<file path="src/tcgr_pkg.sv">
package tcgr_pkg;

    localparam int GLYPH_COLS = 8;
    localparam int ARITH_W    = 14;
    localparam int DIM_W      = 13;
    localparam int LINE_W     = 13;
    localparam int X_W        = 12;
    localparam int OFFSET_W   = 25;
    localparam int COLOR_W    = 32;
    localparam int FADDR_W    = 12;
    localparam int CODE_W     = 8;
    localparam int BYTE_W     = 8;
    localparam int APB_ADDR_W = 4;
    localparam int APB_DATA_W = 32;

    localparam logic [CODE_W-1:0] NEWLINE_CODE = 8'd10;
    localparam logic [7:0]        LEFT_BIT     = 8'h80;

    typedef enum logic [1:0] {
        OP_FONT_WRITE = 2'd0,
        OP_PRINT      = 2'd1,
        OP_HOME       = 2'd2
    } op_t;

    typedef enum logic [1:0] {
        REG_SCREEN_WIDTH  = 2'd0,
        REG_SCREEN_HEIGHT = 2'd1,
        REG_PITCH_WORDS   = 2'd2,
        REG_INK_COLOR     = 2'd3
    } reg_idx_t;

    typedef struct packed {
        logic [DIM_W-1:0]   width;
        logic [DIM_W-1:0]   height;
        logic [DIM_W-1:0]   pitch;
        logic [COLOR_W-1:0] ink;
    } cfg_t;

    // One glyph row on its way from the sequencer to the output stages.
    typedef struct packed {
        logic               valid;
        logic [LINE_W-1:0]  col;
        logic [ARITH_W-1:0] y;
        logic               last;
        logic               glyph_ok;
    } row_req_t;

endpackage

</file>
<file path="src/tcgr_row_seq.sv">
module tcgr_row_seq #(
    parameter int GLYPH_COUNT = 256,
    parameter int GLYPH_ROWS  = 16,
    parameter int COORD_BITS  = 12,
    parameter int AW          = $clog2(GLYPH_COUNT * GLYPH_ROWS)
) (
    input  logic                           aclk,
    input  logic                           aresetn,
    input  tcgr_pkg::cfg_t                 cfg,
    input  logic                           adv,
    input  logic                           s_valid,
    output logic                           s_ready,
    input  logic [1:0]                     s_operation,
    input  logic [tcgr_pkg::CODE_W-1:0]    s_char_code,
    input  logic [tcgr_pkg::FADDR_W-1:0]   s_font_address,
    input  logic [tcgr_pkg::BYTE_W-1:0]    s_font_byte,
    output logic                           wr_en,
    output logic [tcgr_pkg::FADDR_W-1:0]   wr_addr,
    output logic [tcgr_pkg::BYTE_W-1:0]    wr_data,
    output logic [AW-1:0]                  rd_addr,
    output tcgr_pkg::row_req_t             req
);
    import tcgr_pkg::*;

    localparam int              ROW_W    = $clog2(GLYPH_ROWS);
    localparam logic [ROW_W-1:0] LAST_ROW = ROW_W'(GLYPH_ROWS - 1);

    logic [COORD_BITS-1:0] cur_col_reg, cur_col_next;
    logic [LINE_W-1:0]     cur_line_reg, cur_line_next;
    logic                  busy_reg, busy_next;
    logic [ROW_W-1:0]      row_reg, row_next;
    logic [COORD_BITS-1:0] col_reg, col_next;
    logic [LINE_W-1:0]     line_reg, line_next;
    logic [CODE_W-1:0]     code_reg, code_next;

    logic                  accept;
    logic                  wrap_x;
    logic [ARITH_W-1:0]    col_a, line_a, line_b;
    logic [ARITH_W-1:0]    addr_w;

    assign accept = s_valid && s_ready;
    assign s_ready = adv && (!busy_reg || (row_reg == LAST_ROW));

    // Right edge wrap first, then bottom edge wrap on the result.
    always_comb begin
        wrap_x = (ARITH_W'(cur_col_reg) + ARITH_W'(GLYPH_COLS)) >= ARITH_W'(cfg.width);
        col_a  = wrap_x ? '0 : ARITH_W'(cur_col_reg);
        line_a = wrap_x ? ARITH_W'(cur_line_reg) + ARITH_W'(GLYPH_ROWS)
                        : ARITH_W'(cur_line_reg);
        line_b = ((line_a + ARITH_W'(GLYPH_ROWS)) >= ARITH_W'(cfg.height)) ? '0 : line_a;
    end

    assign wr_en   = accept && (s_operation == OP_FONT_WRITE);
    assign wr_addr = s_font_address;
    assign wr_data = s_font_byte;

    always_comb begin
        cur_col_next  = cur_col_reg;
        cur_line_next = cur_line_reg;
        busy_next     = busy_reg;
        row_next      = row_reg;
        col_next      = col_reg;
        line_next     = line_reg;
        code_next     = code_reg;
        if (adv && busy_reg) begin
            if (row_reg == LAST_ROW) begin
                busy_next = 1'b0;
            end else begin
                row_next = row_reg + 1'b1;
            end
        end
        if (accept) begin
            unique case (s_operation)
                OP_PRINT: begin
                    if (s_char_code == NEWLINE_CODE) begin
                        cur_col_next  = '0;
                        cur_line_next = LINE_W'(line_b + ARITH_W'(GLYPH_ROWS));
                    end else begin
                        cur_col_next  = COORD_BITS'(col_a + ARITH_W'(GLYPH_COLS));
                        cur_line_next = line_b[LINE_W-1:0];
                        busy_next     = 1'b1;
                        row_next      = '0;
                        col_next      = col_a[COORD_BITS-1:0];
                        line_next     = line_b[LINE_W-1:0];
                        code_next     = s_char_code;
                    end
                end
                OP_HOME: begin
                    cur_col_next  = '0;
                    cur_line_next = '0;
                end
                default: begin
                end
            endcase
        end
    end

    always_ff @(posedge aclk) begin
        if (!aresetn) begin
            cur_col_reg  <= '0;
            cur_line_reg <= '0;
            busy_reg     <= 1'b0;
            row_reg      <= '0;
        end else begin
            cur_col_reg  <= cur_col_next;
            cur_line_reg <= cur_line_next;
            busy_reg     <= busy_next;
            row_reg      <= row_next;
        end
    end

    always_ff @(posedge aclk) begin
        col_reg  <= col_next;
        line_reg <= line_next;
        code_reg <= code_next;
    end

    assign addr_w = ARITH_W'(code_reg) * ARITH_W'(GLYPH_ROWS) + ARITH_W'(row_reg);
    assign rd_addr = addr_w[AW-1:0];

    always_comb begin
        req.valid    = busy_reg;
        req.col      = LINE_W'(col_reg);
        req.y        = ARITH_W'(line_reg) + ARITH_W'(row_reg);
        req.last     = (row_reg == LAST_ROW);
        req.glyph_ok = ({1'b0, code_reg} < (CODE_W + 1)'(GLYPH_COUNT));
    end

    a_new_char_starts: assert property (@(posedge aclk) disable iff (!aresetn)
        accept && (s_operation == OP_PRINT) && (s_char_code != NEWLINE_CODE)
        |=> busy_reg && (row_reg == '0))
        else $error("printed character did not start at row zero");

    a_no_accept_mid_char: assert property (@(posedge aclk) disable iff (!aresetn)
        busy_reg && (row_reg != LAST_ROW) |-> !s_ready)
        else $error("input taken while glyph rows remain to be read");

    a_char_ends: assert property (@(posedge aclk) disable iff (!aresetn)
        busy_reg && adv && (row_reg == LAST_ROW) && !accept |=> !busy_reg)
        else $error("sequencer kept running past the last row");

endmodule

</file>
<file path="config.mk">
export PLATFORM = sky130hd
export DESIGN_NAME = tcgr_row_seq
export DESIGN_NICKNAME = d
export VERILOG_FILES = /design/src/tcgr_pkg.sv /design/src/tcgr_row_seq.sv
export SDC_FILE = /design/constraint.sdc
export NUM_CORES = 1
export LEC_CHECK = 0
export ABC_AREA = 1
export BUFFER_PORTS_ARGS = -buffer_cell sky130_fd_sc_hd__clkbuf_2
export CORE_UTILIZATION = 50
export CTS_CLUSTER_DIAMETER = 40
export DETAILED_ROUTE_END_ITERATION = 10
export PLACE_DENSITY = 0.84
export SETUP_SLACK_MARGIN = 0.3
export SYNTH_ARGS = -nofsm -noshare
export SYNTH_HDL_FRONTEND = slang
export SYNTH_SLANG_ARGS = --single-unit
</file>
<file path="constraint.sdc">
create_clock -name aclk -period 5.9 [get_ports aclk]
set_input_delay 0.295 -clock aclk [delete_from_list [all_inputs] [get_ports aclk]]
set_output_delay 0.295 -clock aclk [all_outputs]
set_load 0.02 [all_outputs]
</file>
==> results_dict.tcl <==
set metrics [dict create \
    crit_slowest_cell "dfxtp_1" \
    finalCritPeriodShare_pct 87.5 \
    holdWs_ns 0.140 \
    crit_buf_inv 5 \
    critPathMaxStageDelay_ns 0.35 \
    drc_errors 0 \
    nNetsFinal 764 \
    ctsRootBufferMaster "clkbuf_8" \
    crit_required_ns 6.15 \
    nFillCells 732 \
    syn_area_per_cell_um2 7.89 \
    maxCapViolCount 0 \
    start_kind "register" \
    routed_wl_um 9140 \
    clockBufferDepth 2 \
    grt_util_all_layers_pct 21.0 \
    grt_pass1_vias 3500 \
    cts_sinks 63 \
    hold_class "in2reg" \
    dpl.cell_count 714 \
    power.leakage_uw 0.00242 \
    path_common_cell "nand2_1" \
    fin_skew_ns 0.0113 \
    detail_route.vias_per_cell 5.01 \
    num_vias 3664 \
    syn2layout_area_growth_pct 12.8 \
    gp_congestion 0.911 \
    io_pins 169 \
    yosys_warnings 0 \
    place_ws_ns 0.442 \
    final.setup.worst_slack_ns 0.740 \
    worst_slew_pin_slew_ns 0.838 \
    htree_levels 3 \
    crit_fanout 7 \
    clkTransAtPathRegs_ns 0.07 \
    synth.distinct_cells 44 \
    syn_inst 557 \
    outcome "complete, no violations" \
    synth_nets 700 \
    grt_pass1_wl_um 14600 \
    clock_latency_ns 0.34 \
    num_rows 33 \
    grt_max_degree 27 \
    path_class "reg2reg" \
    fin_cells 731 \
    drtPass1Iterations 7 \
    ant_nets 0 \
    fin_crit_ns 5.16 \
    cts_tree "built" \
    utilization_pct 59.2 \
    drive_gt1_share_pct 23.3 \
    slew_viol_final 0 \
    antennaDiodeCount 0 \
    arrival_ns 5.41 \
    start_util_pct 52.5 \
    max_slew_margin_pct 43.8 \
    grt.overflow.total 0 \
    power.density_nw_per_um2 172 \
    fp.dieH_um 95.8 \
    max_freq_mhz 194 \
    setup_viol 0 \
    worst_setup_path_end_kind "register" \
    cts_hold_buf 0 \
    tns_ns 0 \
    core_area_um2 8380 \
    peakVddDrop_mv 0.0992 \
    yosysSeqAreaShare_pct 36.2 \
    antenna_found_initial 0 \
    io_buffer_count 81 \
    cts-buffers-inserted 9 \
    netlist_area_um2 4400 \
    die_w_um 95.8 \
    synth-seq-cells 63 \
    dp.final_hpwl_um 6950 \
    dieArea_um2 9170 \
    rsz0062_at_grt "false" \
    final_hold_viol_count 0 \
    wl_per_cell_um 12.5 \
    drt_iter0_markers 164 \
    critical-path-top-delay-family "simple AND/OR/NAND/NOR gates" \
]
## Yosys cell counts, drive strengths merged
cell	instances	area, um2
a21oi	27	146
clkinv	1	3.75
clkbuf	5	18.8
nand4	9	71.3
nand3b	2	15.0
a22oi	3	22.5
nor3	16	105
nand3	26	140
o211ai	2	15.0
ha	37	463
a221oi	1	8.76
o21bai	1	7.51
a211oi	2	15.0
xor2	26	228
and3	1	6.26
xnor2	3	26.3
dfxtp	30	601
conb	2	7.51
fa	1	20.0
a21o	3	22.5
nor2	76	325
buf	26	196
o32ai	1	8.76
edfxtp	33	991
inv	108	405
or4	1	7.51
o21ai	18	116
nand2	92	373
nor3b	3	22.5
o31ai	1	7.51
## where the power goes
group,leakage (uW),switching [uW],internal (uW)
clock,0.0000801,162,150
combinational,0.00179,47.2,27.1
sequential,0.000548,2.53,464
## layout by cell type (no fill, tap or decap), drive strengths merged, types with 2 or more instances in the layout
cell type  count
dfxtp         30
a211oi         2
ha            37
nor3          16
nor3b          3
a21oi         27
nand3b         2
xor2          26
o21ai         18
inv          108
edfxtp        33
buf            3
o211ai         2
clkbuf        93
nor2          76
a22oi          3
nand2         92
conb           2
clkinv         4
a21o           3
nand3         26
nand4          9
xnor2          3
## final timing paths
kind	cells past startpoint	slack, ns	to	start
worst max-delay path	35	0.74	cur_line_reg[10]$_SDFFE_PN0P_	cur_col_reg[3]$_SDFFE_PN0P_
worst min-delay path	1	0.14	code_reg[1]$_DFFE_PP_	s_char_code[1]
worst max register to register	35	0.74	cur_line_reg[10]$_SDFFE_PN0P_	cur_col_reg[3]$_SDFFE_PN0P_
worst min register to register	2	0.49	cur_col_reg[2]$_SDFFE_PN0P_	cur_col_reg[2]$_SDFFE_PN0P_
## logic make-up after synthesis
group / Yosys count / synth area share [%]
simple gates: 226 / 24.2
buf+inv: 140 / 14.2
flops: 63 / 36.2
compound gates: 59 / 8.42
fa+ha+maj: 38 / 11.0
xor+xnor: 29 / 5.78
other cells: 2 / 0.171
## final cells by class
class                   instances  area [um2]  share of cell area [%]
multi-input cells             354        2240                    45.2
flip-flops and latches         63        1590                    32.1
repair buffers                 84         428                    8.63
inverters                     109         409                    8.25
clock buffers                  12         135                    2.72
well taps                     105         131                    2.65
clock inverters                 4        22.5                   0.454
## through the flow
stage	total power [uW]	cell area, um2
5_1_grt	886	4960
3_3_place_gp	546	4730
2_1_floorplan	542	4400
4_1_cts	859	4890
3_5_place_dp	550	4730
6_report	853	4960
## timing repair
item                       in CTS  in global routing
buffers inserted                0                  1
gates resized for setup         0                 12
setup endpoints to repair       0                 19
## layer usage
metal | vias up | GRT usage [%] | wire [um]
met2 | 101 | 39.6 | 4840
met3 | 20 | 5.45 | 458
li1 | 1877 | - | -
met5 | - | 0 | 0
met4 | 0 | 9.58 | 212
met1 | 1666 | 21.6 | 3630
Power figures use the tool's default switching activity.
