### src/tcgr_pkg.sv
package tcgr_pkg;

    localparam int GLYPH_COLS = 8;
    localparam int ARITH_W    = 14;
    localparam int DIM_W      = 13;
    localparam int LINE_W     = 13;
    localparam int X_W        = 12;
    localparam int OFFSET_W   = 25;
    localparam int COLOR_W    = 32;
    localparam int FADDR_W    = 12;
    localparam int CODE_W     = 8;
    localparam int BYTE_W     = 8;
    localparam int APB_ADDR_W = 4;
    localparam int APB_DATA_W = 32;

    localparam logic [CODE_W-1:0] NEWLINE_CODE = 8'd10;
    localparam logic [7:0]        LEFT_BIT     = 8'h80;

    typedef enum logic [1:0] {
        OP_FONT_WRITE = 2'd0,
        OP_PRINT      = 2'd1,
        OP_HOME       = 2'd2
    } op_t;

    typedef enum logic [1:0] {
        REG_SCREEN_WIDTH  = 2'd0,
        REG_SCREEN_HEIGHT = 2'd1,
        REG_PITCH_WORDS   = 2'd2,
        REG_INK_COLOR     = 2'd3
    } reg_idx_t;

    typedef struct packed {
        logic [DIM_W-1:0]   width;
        logic [DIM_W-1:0]   height;
        logic [DIM_W-1:0]   pitch;
        logic [COLOR_W-1:0] ink;
    } cfg_t;

    // One glyph row on its way from the sequencer to the output stages.
    typedef struct packed {
        logic               valid;
        logic [LINE_W-1:0]  col;
        logic [ARITH_W-1:0] y;
        logic               last;
        logic               glyph_ok;
    } row_req_t;

endpackage

### src/tcgr_row_out.sv
module tcgr_row_out (
    input  logic                             aclk,
    input  logic                             aresetn,
    input  tcgr_pkg::cfg_t                   cfg,
    input  tcgr_pkg::row_req_t               req,
    input  logic [tcgr_pkg::BYTE_W-1:0]      rd_data,
    output logic                             adv,
    output logic                             m_valid,
    input  logic                             m_ready,
    output logic [tcgr_pkg::X_W-1:0]         m_row_x,
    output logic [tcgr_pkg::LINE_W-1:0]      m_row_y,
    output logic [tcgr_pkg::OFFSET_W-1:0]    m_word_offset,
    output logic [7:0]                       m_pixel_mask,
    output logic [tcgr_pkg::COLOR_W-1:0]     m_pixel_color,
    output logic                             m_last_row
);
    import tcgr_pkg::*;

    row_req_t              s1_reg;
    logic                  s2_valid_reg;
    logic [OFFSET_W-1:0]   s2_prod_reg;
    logic [7:0]            s2_mask_reg;
    logic [LINE_W-1:0]     s2_col_reg;
    logic [LINE_W-1:0]     s2_y_reg;
    logic                  s2_last_reg;
    logic                  m_valid_reg;
    logic [X_W-1:0]        m_row_x_reg;
    logic [LINE_W-1:0]     m_row_y_reg;
    logic [OFFSET_W-1:0]   m_word_offset_reg;
    logic [7:0]            m_pixel_mask_reg;
    logic [COLOR_W-1:0]    m_pixel_color_reg;
    logic                  m_last_row_reg;

    logic [7:0]            bits;
    logic [7:0]            mask_next;

    // The whole row pipeline moves together whenever the output can take a beat.
    assign adv = !m_valid_reg || m_ready;

    always_comb begin
        bits      = s1_reg.glyph_ok ? rd_data : '0;
        mask_next = '0;
        if (s1_reg.y < ARITH_W'(cfg.height)) begin
            for (int c = 0; c < GLYPH_COLS; c++) begin
                if ((bits & (LEFT_BIT >> c)) != '0 &&
                    (ARITH_W'(s1_reg.col) + ARITH_W'(c)) < ARITH_W'(cfg.width)) begin
                    mask_next = mask_next | (LEFT_BIT >> c);
                end
            end
        end
    end

    always_ff @(posedge aclk) begin
        if (!aresetn) begin
            s1_reg.valid <= 1'b0;
            s2_valid_reg <= 1'b0;
            m_valid_reg  <= 1'b0;
        end else if (adv) begin
            s1_reg.valid <= req.valid;
            s2_valid_reg <= s1_reg.valid;
            m_valid_reg  <= s2_valid_reg;

            s1_reg.col      <= req.col;
            s1_reg.y        <= req.y;
            s1_reg.last     <= req.last;
            s1_reg.glyph_ok <= req.glyph_ok;

            s2_prod_reg <= OFFSET_W'(s1_reg.y[LINE_W-1:0]) * OFFSET_W'(cfg.pitch);
            s2_mask_reg <= mask_next;
            s2_col_reg  <= s1_reg.col;
            s2_y_reg    <= s1_reg.y[LINE_W-1:0];
            s2_last_reg <= s1_reg.last;

            m_row_x_reg       <= s2_col_reg[X_W-1:0];
            m_row_y_reg       <= s2_y_reg;
            m_word_offset_reg <= s2_prod_reg + OFFSET_W'(s2_col_reg);
            m_pixel_mask_reg  <= s2_mask_reg;
            m_pixel_color_reg <= cfg.ink;
            m_last_row_reg    <= s2_last_reg;
        end
    end

    assign m_valid       = m_valid_reg;
    assign m_row_x       = m_row_x_reg;
    assign m_row_y       = m_row_y_reg;
    assign m_word_offset = m_word_offset_reg;
    assign m_pixel_mask  = m_pixel_mask_reg;
    assign m_pixel_color = m_pixel_color_reg;
    assign m_last_row    = m_last_row_reg;

endmodule

### config.mk
export PLATFORM = sky130hd
export DESIGN_NAME = tcgr_row_out
export DESIGN_NICKNAME = d
export VERILOG_FILES = /design/src/tcgr_pkg.sv /design/src/tcgr_row_out.sv
export SDC_FILE = /design/constraint.sdc
export NUM_CORES = 1
export LEC_CHECK = 0
export ABC_AREA = 1
export BUFFER_PORTS_ARGS = -buffer_cell sky130_fd_sc_hd__buf_2
export CAP_MARGIN = 5
export CORE_UTILIZATION = 40
export DETAILED_ROUTE_END_ITERATION = 8
export PLACE_DENSITY_LB_ADDON = 0.08
export RECOVER_POWER = 50
export SETUP_SLACK_MARGIN = 0.1
export SYNTH_ARGS = -nofsm -noshare
export SYNTH_HDL_FRONTEND = slang
export SYNTH_SLANG_ARGS = --single-unit
### constraint.sdc
create_clock -name aclk -period 21.9 [get_ports aclk]
set_clock_uncertainty 0.1 [all_clocks]
set_input_delay 6.57 -clock aclk [delete_from_list [all_inputs] [get_ports aclk]]
set_output_delay 6.57 -clock aclk [all_outputs]
set_load 0.01 [all_outputs]
==> parameters.txt <==
Parameter                              Value

Synthesis
  Number of enable-type register cells in the synthesized netlist ... 180
  Prevailing post-synth register cell ... sky130_fd_sc_hd__edfxtp_1
  Number of nets in the synthesized netlist ... 2261
  Mean area per synthesized cell ... 8.89 sq um
  Sequential cell area fraction in the yosys report ... 0.335
  Distinct cells, synth ... 42
  Async set-or-reset flop fraction in the synthesized netlist ... 0
  Flip-flop and latch count after synthesis ... 183
  Synthesized instance count ... 1834
  Synth warnings ... 0
  Synthesized cell area ... 0.0163 sq mm

Clock tree
  Maximum root-to-sink buffer count ... 2
  Root buf cell ... sky130_fd_sc_hd__clkbuf_16
  Post-CTS Resized ... 0
  Clock-pin slew on the worst setup and hold paths ... 0.08 ns
  CTS Hold Buffers Added ... 0
  Clock tree from TritonCTS ... done
  Clock buffer count from CTS ... 17
  Post-CTS setup-driven buffer insertion count ... 0
  Insertion delay to the later sink of the worst-skew pair ... 0.48 ns
  H-tree Lvls ... 4
  Clock Sinks ... 183

Detailed routing
  Post-detailed-route count of antenna-violating nets ... 0
  Routed vias/inst ... 4.74
  DRC violation count after routing ... 0
  Starting DRC count in detailed routing ... 735
  Drt wl/cell ... 16.2 um
  Detailed-routing iteration count for the pre-antenna-repair pass ... 5
  Total number of vias ... 12100
  Drt total wl ... 41500 um

Place
  Placed Area ... 0.0179 sq mm
  PortBufs ... 204
  GPL Wtd Cong ... 0.939
  DP Wirelength ... 32600 um

Floorplan
  Initial cell density of the core ... 0.408
  Die Outline Area ... 0.0416 sq mm
  Num rows ... 73
  Die W ... 204 um
  Area of the core ... 0.0400 sq mm
  Boundary pin count ... 205
  Height of the chip ... 204 um

Finish
  Antenna diode count ... 0
  Area used by multi-input combinational logic ... 0.00911 sq mm
  Max FFs per register ... 32
  Net count, final ... 2450
  Ratio of cells with drive above 1 in the final layout ... 0.107
  Design Area, Final ... 0.0183 sq mm
  Area growth from synthesis to final layout ... 12.4%
  Filler cells ... 4001
  Area used by sequential logic in the layout ... 0.00547 sq mm

Setup path
  Crit path cell chain ... clkbuf_1 -> inv_1 -> nor2_4 -> clkbuf_1
  Max Fanout on Critical Path ... 180
  Reg2Reg Setup Slack ... 13.74 ns
  Destination of the worst register-to-register timing path ... s1_reg[20]$_DFFE_PP_
  R2r startpoint ... m_valid$_SDFFE_PN0N_
  Arrival time worst endpoint ... 13.75 ns
  Maximum single-stage delay on the critical path ... 6.61 ns
  Launching element type of the critical path ... input port
  Max stage delay cell, worst path ... sky130_fd_sc_hd__clkbuf_1
  WP data required ... 21.60 ns
  Crit path top cell by count ... sky130_fd_sc_hd__clkbuf_1
  Count of cells along the worst register-to-register path ... 4
  CP Capture Type ... flop
  Crit Path Class ... in -> reg

Min path
  Worst hold endpoint ... m_row_y[2]$_DFFE_PP_
  Type of the tightest min-delay check ... reg -> reg
  Cells on Worst Hold Path ... 0
  Origin of the worst min-delay path ... s2_y_reg[2]$_DFFE_PP_

Timing
  Max transition margin ... -5.39
  Number of pins with negative max-slew slack in the final report ... 181
  Hold Fails Final Rpt ... 0
  Setup TNS after final layout ... 0 ns
  Worst slew pin tran ... 9.59 ns
  Peak Freq ... 71.2 MHz
  Final setup violating endpoints ... 0
  RSZ-0062 raised after global routing ... false
  Clock period minus final worst setup slack ... 14.05 ns
  Portion of the clock cycle consumed by the worst path in the final layout ... 0.642

Power
  Leakage power ... 9.51 nW
  Total Power ... 0.00192 W
  Worst vdd ir ... 0.0850 mV
  Power density of the placed cells ... 105 mW/mm^2

Global routing
  Combined global-route utilization of all metal layers ... 0.209
  Residual overflow from global routing ... 0
  Via count of the first global-routing pass ... 12000
  Number of antenna violations at the first check in global routing ... 0
  First-pass GRT wire length ... 65800 um
  Maximum number of pins on one net before global-route repair ... 181

Outcome
  Result of the run ... complete, but fails checks
  Violated checks ... capacitance limit, slew limit

Job
  Total of max-cap violations ... 1
-- final cells by class --
type | count | area share
Multi-Input combinational cell | 1201 | 0.497
Tap cell | 525 | 0.0358
Clock buffer | 18 | 0.0234
Inverter | 413 | 0.0846
Clock inverter | 14 | 0.00758
Sequential cell | 183 | 0.298
Timing Repair Buffer | 207 | 0.0537
-- cells in the mapped netlist, types with 12 or more instances --
| cell | number | area share |
|---|---|---|
| sky130_fd_sc_hd__a21oi_1 | 79 | 0.024 |
| sky130_fd_sc_hd__clkbuf_1 | 27 | 0.0062 |
| sky130_fd_sc_hd__edfxtp_1 | 180 | 0.33 |
| sky130_fd_sc_hd__fa_1 | 121 | 0.15 |
| sky130_fd_sc_hd__ha_1 | 194 | 0.15 |
| sky130_fd_sc_hd__inv_1 | 407 | 0.094 |
| sky130_fd_sc_hd__nand2_1 | 433 | 0.10 |
| sky130_fd_sc_hd__nand3_1 | 61 | 0.019 |
| sky130_fd_sc_hd__nand4_1 | 12 | 0.0046 |
| sky130_fd_sc_hd__nor2_1 | 112 | 0.026 |
| sky130_fd_sc_hd__nor3_1 | 19 | 0.0058 |
| sky130_fd_sc_hd__o21ai_0 | 28 | 0.0086 |
| sky130_fd_sc_hd__xnor2_1 | 13 | 0.0070 |
| sky130_fd_sc_hd__xor2_1 | 79 | 0.042 |
-- logic make-up (layout without fill, tap and decap cells) --
family,after synthesis,count (layout),synth area share
AND/OR/NAND/NOR,658,658,0.165
buffers and inverters,450,652,0.105
adder cells (fa/ha/maj),315,315,0.297
flip-flops,183,183,0.335
AO/OA/AOI/OAI,135,135,0.0463
XOR/XNOR,93,93,0.0504
-- where the power goes --
part,total (W),switching [W],internal [W],leakage (nW)
Clock,0.000304,0.000154,0.000150,0.272
Sequential,0.000544,0.0000408,0.000503,1.79
Combinational,0.00107,0.000675,0.000398,7.46
-- routing by layer --
metal  up-vias  track usage  routed length [um]
met3        23       0.0381                1730
met1      5772        0.297               20600
met2       248        0.331               18600
met4         0       0.0432                 444
met5         -            0                   0
li1       6106            -                   -
-- per-stage QoR --
step	hold slack, ns	std cells	utilization	worst slack [ns]
4_1_cts	0.321	2561	0.461	7.94
2_1_floorplan	0.300	1834	-	6.97
5_1_grt	0.324	2561	0.458	6.95
3_3_place_gp	0.301	2529	0.446	7.97
6_report	0.319	2561	0.458	7.85
3_5_place_dp	0.305	2529	0.446	7.96
-- layout by cell type (no fill, tap or decap), types with 4 or more instances in the layout --
master,netlist,routed
sky130_fd_sc_hd__nor2_1,112,111
sky130_fd_sc_hd__nor3_1,19,19
sky130_fd_sc_hd__ha_1,194,194
sky130_fd_sc_hd__a21o_1,4,4
sky130_fd_sc_hd__fa_1,121,121
sky130_fd_sc_hd__nand4_1,12,12
sky130_fd_sc_hd__inv_2,4,4
sky130_fd_sc_hd__o21ai_0,28,31
sky130_fd_sc_hd__nand2_1,433,433
sky130_fd_sc_hd__clkinv_4,0,4
sky130_fd_sc_hd__o211ai_1,6,6
sky130_fd_sc_hd__nor2_4,3,4
sky130_fd_sc_hd__clkbuf_1,27,42
sky130_fd_sc_hd__edfxtp_1,180,180
sky130_fd_sc_hd__xor2_1,79,79
sky130_fd_sc_hd__clkbuf_16,0,17
sky130_fd_sc_hd__nand3_1,61,61
sky130_fd_sc_hd__a21oi_1,79,80
sky130_fd_sc_hd__buf_2,3,166
sky130_fd_sc_hd__inv_1,407,407
sky130_fd_sc_hd__o21bai_1,6,6
sky130_fd_sc_hd__xnor2_1,13,13
-- worst max-delay path by stage --
stage	end	slack (ns)	start
floorplan	m_last_row$_DFFE_PP_	6.97	m_ready
global placement	adv	7.97	m_ready
detailed placement	adv	7.96	m_ready
CTS	adv	7.94	m_ready
global route	s1_reg[20]$_DFFE_PP_	6.95	aresetn
finish	s1_reg[20]$_DFFE_PP_	7.85	aresetn
-- critical path: cells and delay by family --
kind	cells	cell delay (ns)
and+or+nand+nor	1	0.11
buffers and inverters	3	6.84
Power figures use the tool's default switching activity.
