<file path="src/tcgr_pkg.sv">
package tcgr_pkg;

    localparam int GLYPH_COLS = 8;
    localparam int ARITH_W    = 14;
    localparam int DIM_W      = 13;
    localparam int LINE_W     = 13;
    localparam int X_W        = 12;
    localparam int OFFSET_W   = 25;
    localparam int COLOR_W    = 32;
    localparam int FADDR_W    = 12;
    localparam int CODE_W     = 8;
    localparam int BYTE_W     = 8;
    localparam int APB_ADDR_W = 4;
    localparam int APB_DATA_W = 32;

    localparam logic [CODE_W-1:0] NEWLINE_CODE = 8'd10;
    localparam logic [7:0]        LEFT_BIT     = 8'h80;

    typedef enum logic [1:0] {
        OP_FONT_WRITE = 2'd0,
        OP_PRINT      = 2'd1,
        OP_HOME       = 2'd2
    } op_t;

    typedef enum logic [1:0] {
        REG_SCREEN_WIDTH  = 2'd0,
        REG_SCREEN_HEIGHT = 2'd1,
        REG_PITCH_WORDS   = 2'd2,
        REG_INK_COLOR     = 2'd3
    } reg_idx_t;

    typedef struct packed {
        logic [DIM_W-1:0]   width;
        logic [DIM_W-1:0]   height;
        logic [DIM_W-1:0]   pitch;
        logic [COLOR_W-1:0] ink;
    } cfg_t;

    // One glyph row on its way from the sequencer to the output stages.
    typedef struct packed {
        logic               valid;
        logic [LINE_W-1:0]  col;
        logic [ARITH_W-1:0] y;
        logic               last;
        logic               glyph_ok;
    } row_req_t;

endpackage

</file>
<file path="src/tcgr_regs.sv">
module tcgr_regs (
    input  logic                             aclk,
    input  logic                             aresetn,
    input  logic                             psel,
    input  logic                             penable,
    input  logic                             pwrite,
    input  logic [tcgr_pkg::APB_ADDR_W-1:0]  paddr,
    input  logic [tcgr_pkg::APB_DATA_W-1:0]  pwdata,
    output logic [tcgr_pkg::APB_DATA_W-1:0]  prdata,
    output logic                             pready,
    output tcgr_pkg::cfg_t                   cfg
);
    import tcgr_pkg::*;

    cfg_t     cfg_reg;
    reg_idx_t idx;

    assign idx    = reg_idx_t'(paddr[3:2]);
    assign pready = 1'b1;
    assign cfg    = cfg_reg;

    always_ff @(posedge aclk) begin
        if (!aresetn) begin
            cfg_reg.width  <= 13'd640;
            cfg_reg.height <= 13'd480;
            cfg_reg.pitch  <= 13'd640;
            cfg_reg.ink    <= 32'h00FF_FFFF;
        end else if (psel && penable && pwrite && pready) begin
            unique case (idx)
                REG_SCREEN_WIDTH:  cfg_reg.width  <= pwdata[DIM_W-1:0];
                REG_SCREEN_HEIGHT: cfg_reg.height <= pwdata[DIM_W-1:0];
                REG_PITCH_WORDS:   cfg_reg.pitch  <= pwdata[DIM_W-1:0];
                REG_INK_COLOR:     cfg_reg.ink    <= pwdata[COLOR_W-1:0];
            endcase
        end
    end

    always_comb begin
        unique case (idx)
            REG_SCREEN_WIDTH:  prdata = APB_DATA_W'(cfg_reg.width);
            REG_SCREEN_HEIGHT: prdata = APB_DATA_W'(cfg_reg.height);
            REG_PITCH_WORDS:   prdata = APB_DATA_W'(cfg_reg.pitch);
            REG_INK_COLOR:     prdata = APB_DATA_W'(cfg_reg.ink);
        endcase
    end

endmodule

</file>
<file path="config.mk">
export PLATFORM = sky130hd
export DESIGN_NAME = tcgr_regs
export DESIGN_NICKNAME = d
export VERILOG_FILES = /design/src/tcgr_pkg.sv /design/src/tcgr_regs.sv
export SDC_FILE = /design/constraint.sdc
export NUM_CORES = 1
export LEC_CHECK = 0
export BUFFER_PORTS_ARGS = -buffer_cell sky130_fd_sc_hd__buf_2
export CORE_MARGIN = 8
export CORE_UTILIZATION = 47
export CTS_CLUSTER_DIAMETER = 200
export DETAILED_ROUTE_END_ITERATION = 16
export MAX_ROUTING_LAYER = met4
export PLACE_DENSITY = 0.8
export SYNTH_ARGS = -nofsm -noshare
export SYNTH_HDL_FRONTEND = slang
export SYNTH_SLANG_ARGS = --single-unit
</file>
<file path="constraint.sdc">
create_clock -name aclk -period 1.6 [get_ports aclk]
set_clock_uncertainty 0.05 [all_clocks]
set_input_delay 0.32 -clock aclk [delete_from_list [all_inputs] [get_ports aclk]]
set_output_delay 0.32 -clock aclk [all_outputs]
set_load 0.005 [all_outputs]
</file>
==> metrics.cfg, run 1 <==
[floorplanning]
rows = 30
die_w_um = 99.2
die_h_um = 99.2
coreArea_um2 = 6760
io_pins = 145
die_area_um2 = 9840
initial_core_util_pct = 48.1

[timing]
finalCritPeriodShare_pct = 103
fin_tns_setup_ns = -0.324
worst_slack_ns = -0.0520
hold_viol = 0
min_period_ns = 1.65
fmax_ghz = 0.605
whs_ns = 0.170
rsz0062_at_grt = true
slew_violations = 0
setup_violations = 13

[finish]
num_antenna_cells = 0
finish.instance_area_um2 = 4610
final_cells = 591
largest_reg_flops = 71
areaGrowthSynthToFinish_pct = 41.8
drive_gt1_share_pct = 52.4
fin_nets = 547
final_core_util_pct = 68.2

[placement]
io_buffers = 141
dp_cells = 546
dpl_worst_slack_ns = -0.123
gp_congestion = 0.736
hpwl_mm = 7.18
placed_area_um2 = 4100

[worst_setup_path]
r2r_end = cfg[8]
critPathArrivalTime_ns = 1.28
critPathMaxStageDelay_ns = 0.49
critPathBufInv = 1
r2r_setup_slack_ns = 0.64
startpoint_type = flip-flop
slowest_stage = mux4_2
path_delay_family = multiplexers
rr_worst_depth = 4
endpoint_kind = output pin
crit_fanout = 2
rr_startpoint = cfg[8]
path_cells = mux4_2, buf_6
crit_required_ns = 1.23
critPathKind = reg2out

[global_route]
grt_start_max_net_pins = 49
grt_pass1_wl_mm = 16.0
antenna_found_initial = 0
overflow = 0
track_usage_pct = 20.8
grt_pass1_vias = 3298

[yosys]
synth.avg_cell_area_um2 = 9.74
synth_top_cell_by_area = dfxtp_1
ys_seq_area_share_pct = 43.7
ys_types = 26
ys_ff_latch = 71
synth_edf_count = 0
synthCells = 334
synth_ff_type = dfxtp_1
synth-warning-count = 0
synthTopCellsByCount = dfxtp_1 (71), nand2_1 (59), mux2i_1 (44)
synth.net_count = 375
synth_area_leaders = dfxtp_1 (44%), mux2i_1 (14%), mux4_2 (8.3%), nand2_1 (6.8%), o211ai_1 (6.0%)
syn-cell-area_um2 = 3250
async_flop_share_pct = 0
yosysMostFrequentCell = dfxtp_1
synth_top_area_share_pct = 43.7

[clock_tree]
path_clk_slew_ns = 0.08
htree_levels = 3
clk_latency_ns = 0.33
cts_tree = done
cts_hold_buffers = 0
cts_sinks = 71
cts_buffers = 9
clockBufferDepth = 2
clock-root-buffer = clkbuf_8

[hold_path]
holdPathStages = 3
hp-class = in2reg
hold_path_startpoint = pwdata[29]
hold_path_end = cfg[29]

[pwr]
p_seq_share_pct = 49.5
finalPower_mw = 3.67
power_leakage_nw = 2.19
power_frac_clock_pct = 38.1
power_switching_mw = 0.926
p_int_mw = 2.75
ir_drop_v = 0.000355
powerDensity_nw_per_um2 = 797
p_sw_share_pct = 25.2
power_frac_comb_pct = 12.4

[detailed_routing]
drt_wl_total_mm = 10.3
viasPerCell = 5.30
antenna_left = 0
dr.pass1.iters = 4
drc = 0
num_vias = 3130
post_drt_wl_per_cell_um = 17.4
drt_first_iter_violations = 116

[flow_run]
cap_violations = 0

[status]
status = finished, violations left
violations = negative setup slack

power groups by stage:
stage / Sequential, mW / Clock, mW / Combinational [mW]
floorplan: 1.86 / 0 / 0.220
detailed placement: 1.86 / 0 / 0.411
global route: 1.82 / 1.50 / 0.497
global placement: 1.86 / 0 / 0.403
finish: 1.82 / 1.40 / 0.455
CTS: 1.82 / 1.43 / 0.438
final cells by class:
| class | instances | area (um2) |
|---|---|---|
| clock buffers | 9 | 124 |
| clock inverters | 7 | 73.8 |
| fillers | 540 | 2150 |
| inverters | 24 | 90.1 |
| multi-input cells | 208 | 1560 |
| flip-flops and latches | 71 | 1470 |
| well taps | 80 | 100 |
| repair buffers | 192 | 1190 |
worst register-to-register path, stage by stage (launching register included):
cell,delay (ns)
dfxtp_2,0.33
buf_4,0.12
buf_4,0.13
o21ai_0,0.08
o211ai_1,0.12
worst max path at each step:
stage | slack (ns) | cells after the start | from | end
floorplan | 0.07 | 3 | paddr[3] | prdata[1]
global placement | -0.06 | 4 | paddr[3] | prdata[10]
detailed placement | -0.12 | 7 | paddr[3] | cfg[40]
CTS | -0.05 | 2 | cfg[9] | prdata[9]
global route | -0.08 | 2 | cfg[12] | prdata[12]
finish | -0.05 | 2 | cfg[12] | prdata[12]
kinds of logic (layout without fill, tap and decap cells):
group / after synthesis / in the layout / share of synthesized area, %
compound gates: 54 / 54 / 10.6
flops: 71 / 71 / 43.7
mux: 57 / 57 / 22.7
other cells: 1 / 1 / 0.115
buf+inv: 55 / 232 / 8.20
simple gates: 96 / 96 / 14.7
routing by layer:
metal,track usage (%),vias to the layer above,part of all wire (%)
met3,5.38,12,6.8
met2,36.2,121,50
li1,-,1495,-
met4,7.45,0,1.6
met1,22.4,1502,42
met5,-,-,0
repair_timing:
action / in CTS / in global routing
gates resized for setup: 38 / 11
buffers inserted: 26 / 2
endpoints found under the setup margin: 14 / 15
gates cloned: 0 / 1
cell usage in the layout, fill, tap and decap left out, types with 2 or more instances in the layout:
master	n
o211ai_1	26
dfxtp_2	41
mux4_2	13
buf_12	4
o31ai_1	2
buf_4	46
buf_6	5
inv_1	24
o21ai_0	25
buf_2	135
clkinv_4	3
and3_1	19
dfxtp_1	30
nand2_1	59
clkinv_2	2
mux2i_1	44
nor2b_1	9
clkbuf_8	9
Power figures use the tool's default switching activity.
==> run 2, diff against run 1 <==
--- a/config.mk
+++ b/config.mk
@@ -6,6 +6,7 @@
 export NUM_CORES = 1
 export LEC_CHECK = 0
 export BUFFER_PORTS_ARGS = -buffer_cell sky130_fd_sc_hd__buf_2
+export CORE_ASPECT_RATIO = 1.2
 export CORE_MARGIN = 8
 export CORE_UTILIZATION = 47
 export CTS_CLUSTER_DIAMETER = 200
==> run 2 against run 1 <==
The flow still finishes with violations (negative setup slack); sequential cell count unchanged; count of clock-buffer cells in the layout is 1 higher; sequential power barely moved; worst setup slack better by 0.00056 ns; die area grew 0.11%; first-iteration DRC count shrank 38%; sequential share of layout area is 0.27 points higher; final cell count is the same; clock power up 14%; combinational power down 4.8%; final area is 1.4% lower; register-to-register slack better by 0.06 ns; largest cell class unchanged.
==> metrics.cfg, run 2 (synthesis results as in run 1) <==
[global_route]
track_usage_pct = 19.6  ; -1.2 points
grt_pass1_vias = 3173  ; -3.8%
overflow = 0  ; unchanged
grt_pass1_wl_mm = 15.1  ; -5.4%
antenna_found_initial = 0  ; unchanged
grt_start_max_net_pins = 50  ; +2.0%

[pwr]
p_int_mw = 2.93  ; +6.7%
powerDensity_nw_per_um2 = 845  ; +6.1%
power_frac_comb_pct = 11.3  ; -1.1 points
p_sw_share_pct = 23.7  ; -1.5 points
power_leakage_nw = 2.16  ; -1.5%
power_frac_clock_pct = 41.4  ; +3.3 points
power_switching_mw = 0.909  ; -1.9%
ir_drop_v = 0.000438  ; +23%
p_seq_share_pct = 47.3  ; -2.2 points

[status]
status = finished, violations left
violations = negative setup slack

[worst_setup_path]
critPathBufInv = 1  ; unchanged
crit_fanout = 3  ; +1
critPathMaxStageDelay_ns = 0.48  ; about the same
slowest_stage = mux4_2
startpoint_type = flip-flop
rr_worst_depth = 4  ; unchanged
crit_required_ns = 1.23  ; about the same
rr_startpoint = cfg[3]
r2r_setup_slack_ns = 0.70  ; +0.06 ns
cp.depth = 2  ; unchanged
critPathArrivalTime_ns = 1.28  ; about the same
path_delay_family = multiplexers
critPathLaunch = cfg[12]
endpoint_kind = output pin
worstSetupEndpoint = prdata[12]
r2r_end = cfg[3]
path_cells = mux4_2, buf_6
critPathKind = reg2out

[timing]
hold_viol = 0  ; unchanged
setup_violations = 13  ; unchanged
whs_ns = 0.175  ; +0.00533 ns
fin_tns_setup_ns = -0.316  ; +0.00818 ns
rsz0062_at_grt = true
fmax_ghz = 0.606  ; about the same
finalCritPeriodShare_pct = 103  ; about the same
slew_violations = 0  ; unchanged
worst_slack_ns = -0.0514  ; +0.000560 ns
min_period_ns = 1.65  ; -0.000560 ns

[floorplanning]
coreArea_um2 = 6770  ; +0.22%
initial_core_util_pct = 48.0  ; -0.11 points
io_pins = 145  ; unchanged
rows = 33  ; +10%
die_w_um = 91.9  ; -7.3%
die_area_um2 = 9850  ; +0.11%
die_h_um = 107  ; +8.0%

[finish]
seq_area_um2 = 1460  ; -0.59%
multi_input_area_um2 = 1560  ; unchanged
drive_gt1_share_pct = 50.4  ; -2.0 points
final_cells = 591  ; unchanged
areaGrowthSynthToFinish_pct = 39.7
layout_commonest_cell = buf_2
fin_nets = 540  ; -1.3%
n_fill_cell = 564  ; +4.4%
final_core_util_pct = 67.1  ; -1.1 points
largest_reg_flops = 71  ; unchanged
num_antenna_cells = 0  ; unchanged
layout_common_cells = buf_2 (138), nand2_1 (59), mux2i_1 (44)

[flow_run]
cap_violations = 0  ; unchanged

[clock_tree]
cts_buffers = 9  ; unchanged
clock-root-buffer = clkbuf_8
htree_levels = 3  ; unchanged
clk_latency_ns = 0.34  ; about the same
path_clk_slew_ns = 0.08  ; about the same
cts_sinks = 71  ; unchanged
clockBufferDepth = 2  ; unchanged
cts_tree = done
cts_hold_buffers = 0  ; unchanged

[placement]
gp_congestion = 0.774  ; +5.1%
hpwl_mm = 6.99  ; -2.6%
dpl_worst_slack_ns = -0.0959  ; +0.0269 ns
io_buffers = 141  ; unchanged
dp_cells = 557  ; +2.0%

[hold_path]
hp-class = in2reg
hold_path_startpoint = pwdata[26]

[detailed_routing]
dr.pass1.iters = 4  ; unchanged
antenna_left = 0  ; unchanged
drc = 0  ; unchanged
drt_wl_total_mm = 9.54  ; -7.2%
post_drt_wl_per_cell_um = 16.1  ; -7.2%
viasPerCell = 5.14  ; -2.9%
drt_first_iter_violations = 72  ; -38%
num_vias = 3038  ; -2.9%

## run 2: cell type report
cell class                 instances  area share, %
clock buffer                      10           3.03
inverter                          24           1.98
multi-input combinational        208           34.3
clock inverter                     6           1.84
tap                               87           2.40
sequential                        71           32.2
timing repair buffer             185           24.2
## run 2: power by group through the flow
stage	sequential, mW	combinational [mW]	clock [mW]
after global routing	1.82	0.476	1.69
after floorplan	1.86	0.220	0
after global placement	1.86	0.408	0
after detailed placement	1.86	0.414	0
after CTS	1.82	0.432	1.62
final	1.82	0.433	1.59
## run 2: metrics by stage
| stage | cell area, um2 | power, mW |
|---|---|---|
| floorplan | 3250 | 2.08 |
| global placement | 4120 | 2.26 |
| detailed placement | 4120 | 2.27 |
| CTS | 4490 | 3.87 |
| global route | 4540 | 3.99 |
| finish | 4540 | 3.84 |
## run 2: repair_timing
action / in CTS / in global routing
gates resized for setup: 31 / 9
hold endpoints to repair: 0 / 0
setup buffers: 14 / 4
setup endpoints to repair: 13 / 13
## run 2: worst register-to-register path, stage by stage, from the launching register on
cell and delay, ns:
dfxtp_2 0.32, buf_4 0.12, buf_4 0.12, o21ai_0 0.06, o211ai_1 0.10
## run 2: worst min path at each step
| stage | to | cells after the start |
|---|---|---|
| final | cfg[26] | 3 |
| after floorplan | cfg[42] | 2 |
| after CTS | cfg[26] | 3 |
| after global routing | cfg[26] | 3 |
| after global placement | cfg[28] | 2 |
| after detailed placement | cfg[38] | 2 |
## run 2: routing by layer
metal	global-route usage, %	vias to the layer above	wire length, um
met4	8.65	0	71
met1	20.8	1431	3960
met5	-	-	0
met2	32.1	119	4680
li1	-	1481	-
met3	7.06	7	828
==> run 3, diff against run 2 <==
--- a/config.mk
+++ b/config.mk
@@ -13,6 +13,7 @@
 export DETAILED_ROUTE_END_ITERATION = 16
 export MAX_ROUTING_LAYER = met4
 export PLACE_DENSITY = 0.8
+export SETUP_SLACK_MARGIN = 0.4
 export SYNTH_ARGS = -nofsm -noshare
 export SYNTH_HDL_FRONTEND = slang
 export SYNTH_SLANG_ARGS = --single-unit
==> run 3 against run 2 <==
Clock power shrank 9%; utilization grew 17 points; combinational power up 50%; first-iteration DRC count increased to 2.9 times the previous value; via count rose by 13%; critical path type unchanged; global-route usage rose by 3.3 points; register-to-register slack got worse by 0.25 ns; sequential share of layout area decreased by 5.5 points; routed wire length rose by 36%; final area increased by 25%; hold slack got worse by 0.011 ns; the flow still finishes with violations (negative setup slack).
==> metrics.cfg, run 3 (synthesis results as in run 1) <==
[placement]
io_buffers = 141  ; unchanged
dpl_worst_slack_ns = -0.0964  ; -0.000584 ns
hpwl_mm = 7.25  ; +3.7%
gp_congestion = 0.796  ; +2.9%
placed_area_um2 = 4110  ; -0.36%

[floorplanning]
rows = 33  ; unchanged
initial_core_util_pct = 48.0  ; unchanged
die_w_um = 91.9  ; unchanged
coreArea_um2 = 6770  ; unchanged
die_area_um2 = 9850  ; unchanged
die_h_um = 107  ; unchanged
io_pins = 145  ; unchanged

[detailed_routing]
drt_first_iter_violations = 210  ; +190%
antenna_left = 0  ; unchanged
drc = 0  ; unchanged
viasPerCell = 5.48  ; +6.7%
dr.pass1.iters = 4  ; unchanged
num_vias = 3422  ; +13%
drt_wl_total_mm = 13.0  ; +36%
post_drt_wl_per_cell_um = 20.8  ; +29%

[worst_setup_path]
critPathBufInv = 1  ; unchanged
critPathKind = reg2out
r2r_end = cfg[7]
cp.depth = 2  ; unchanged
crit_fanout = 2  ; -1
endpoint_kind = output pin
slowest_stage = mux4_2
path_delay_family = multiplexers
critPathArrivalTime_ns = 1.31  ; +0.03 ns
r2r_setup_slack_ns = 0.45  ; -0.25 ns
rr_startpoint = cfg[7]
crit_required_ns = 1.23  ; about the same
path_cells = mux4_2, buf_6
critPathMaxStageDelay_ns = 0.50  ; +0.02 ns
startpoint_type = flip-flop
rr_worst_depth = 5  ; +1

[status]
status = finished, violations left
violations = negative setup slack

[clock_tree]
htree_levels = 3  ; unchanged
clockBufferDepth = 2  ; unchanged
cts_buffers = 9  ; unchanged
cts_tree = done
cts_sinks = 71  ; unchanged
cts_hold_buffers = 0  ; unchanged
path_clk_slew_ns = 0.08  ; about the same
clock-root-buffer = clkbuf_8
clk_latency_ns = 0.34  ; about the same

[hold_path]
hp-class = in2reg
holdPathStages = 3  ; unchanged
hold_path_end = cfg[23]
hold_path_startpoint = pwdata[23]

[finish]
fin_nets = 573  ; +6.1%
num_antenna_cells = 0  ; unchanged
layout_commonest_cell = buf_6
areaGrowthSynthToFinish_pct = 74.5
layout_common_cells = buf_6 (112), buf_2 (77), dfxtp_2 (68)
finish.instance_area_um2 = 5670  ; +25%
largest_reg_flops = 71  ; unchanged
drive_gt1_share_pct = 64.8  ; +14 points

[timing]
fmax_ghz = 0.595  ; -1.7%
rsz0062_at_grt = true
finalCritPeriodShare_pct = 105  ; +1.8 points
min_period_ns = 1.68  ; +0.0282 ns
hold_viol = 0  ; unchanged
worst_slack_ns = -0.0796  ; -0.0282 ns
setup_violations = 13  ; unchanged
fin_tns_setup_ns = -0.576  ; -0.259 ns
slew_violations = 0  ; unchanged

[global_route]
antenna_found_initial = 0  ; unchanged
track_usage_pct = 22.9  ; +3.3 points
grt_pass1_wl_mm = 17.4  ; +15%
grt_pass1_vias = 3544  ; +12%
overflow = 0  ; unchanged
grt_start_max_net_pins = 56  ; +12%

[flow_run]
cap_violations = 0  ; unchanged

[pwr]
power_leakage_nw = 2.52  ; +17%
powerDensity_nw_per_um2 = 691  ; -18%
ir_drop_v = 0.000549  ; +25%

==> run 3: final cells by class <==
type,instances,area [um2]
repair buffers,217,2040
multi-input cells,209,1710
flip-flops and latches,71,1520
fillers,336,1100
clock buffers,11,141
well taps,87,109
inverters,24,90.1
clock inverters,5,57.6
==> run 3: power breakdown <==
group	switching [mW]	internal [mW]	total [mW]
Sequential	0.0245	1.80	1.82
Clock	0.684	0.764	1.45
Combinational	0.290	0.361	0.651
==> run 3: worst max path at each step <==
stage | to | slack [ns] | startpoint
4_1_cts | prdata[3] | -0.06 | cfg[3]
2_1_floorplan | prdata[1] | 0.16 | paddr[3]
3_3_place_gp | prdata[10] | -0.04 | paddr[3]
3_5_place_dp | prdata[10] | -0.1 | paddr[3]
5_1_grt | prdata[12] | -0.11 | cfg[12]
6_report | prdata[12] | -0.08 | cfg[12]
==> run 3: tightest hold or removal path: cells and delay by family <==
kind,cells,cell delay [ns]
buffers and inverters,2,0.13
AO/OA/AOI/OAI,1,0.07
==> run 3: timing repair <==
| item | in CTS | in global routing |
|---|---|---|
| gates cloned | 4 | 1 |
| resized for setup | 160 | 85 |
| buffers inserted | 32 | 17 |
| setup endpoints to repair | 117 | 146 |
| pin swaps | 16 | 28 |
==> run 3: metrics by stage <==
stage                     utilization, %  hold slack (ns)  instances  total power [mW]
after floorplan                        -            0.409        334              2.09
after global placement              60.7            0.399        554              2.26
after detailed placement            60.7            0.408        554              2.27
after CTS                           77.1            0.154        606              3.82
after global routing                83.8            0.162        624              4.06
final                               83.8            0.165        624              3.92
==> run 3: layer usage <==
metal	vias to the layer above	GRT usage (%)	routed length, um
met2	197	39.0	6760
met3	29	6.99	1120
met5	-	-	0
met1	1634	23.6	4720
li1	1562	-	-
met4	0	10.6	351
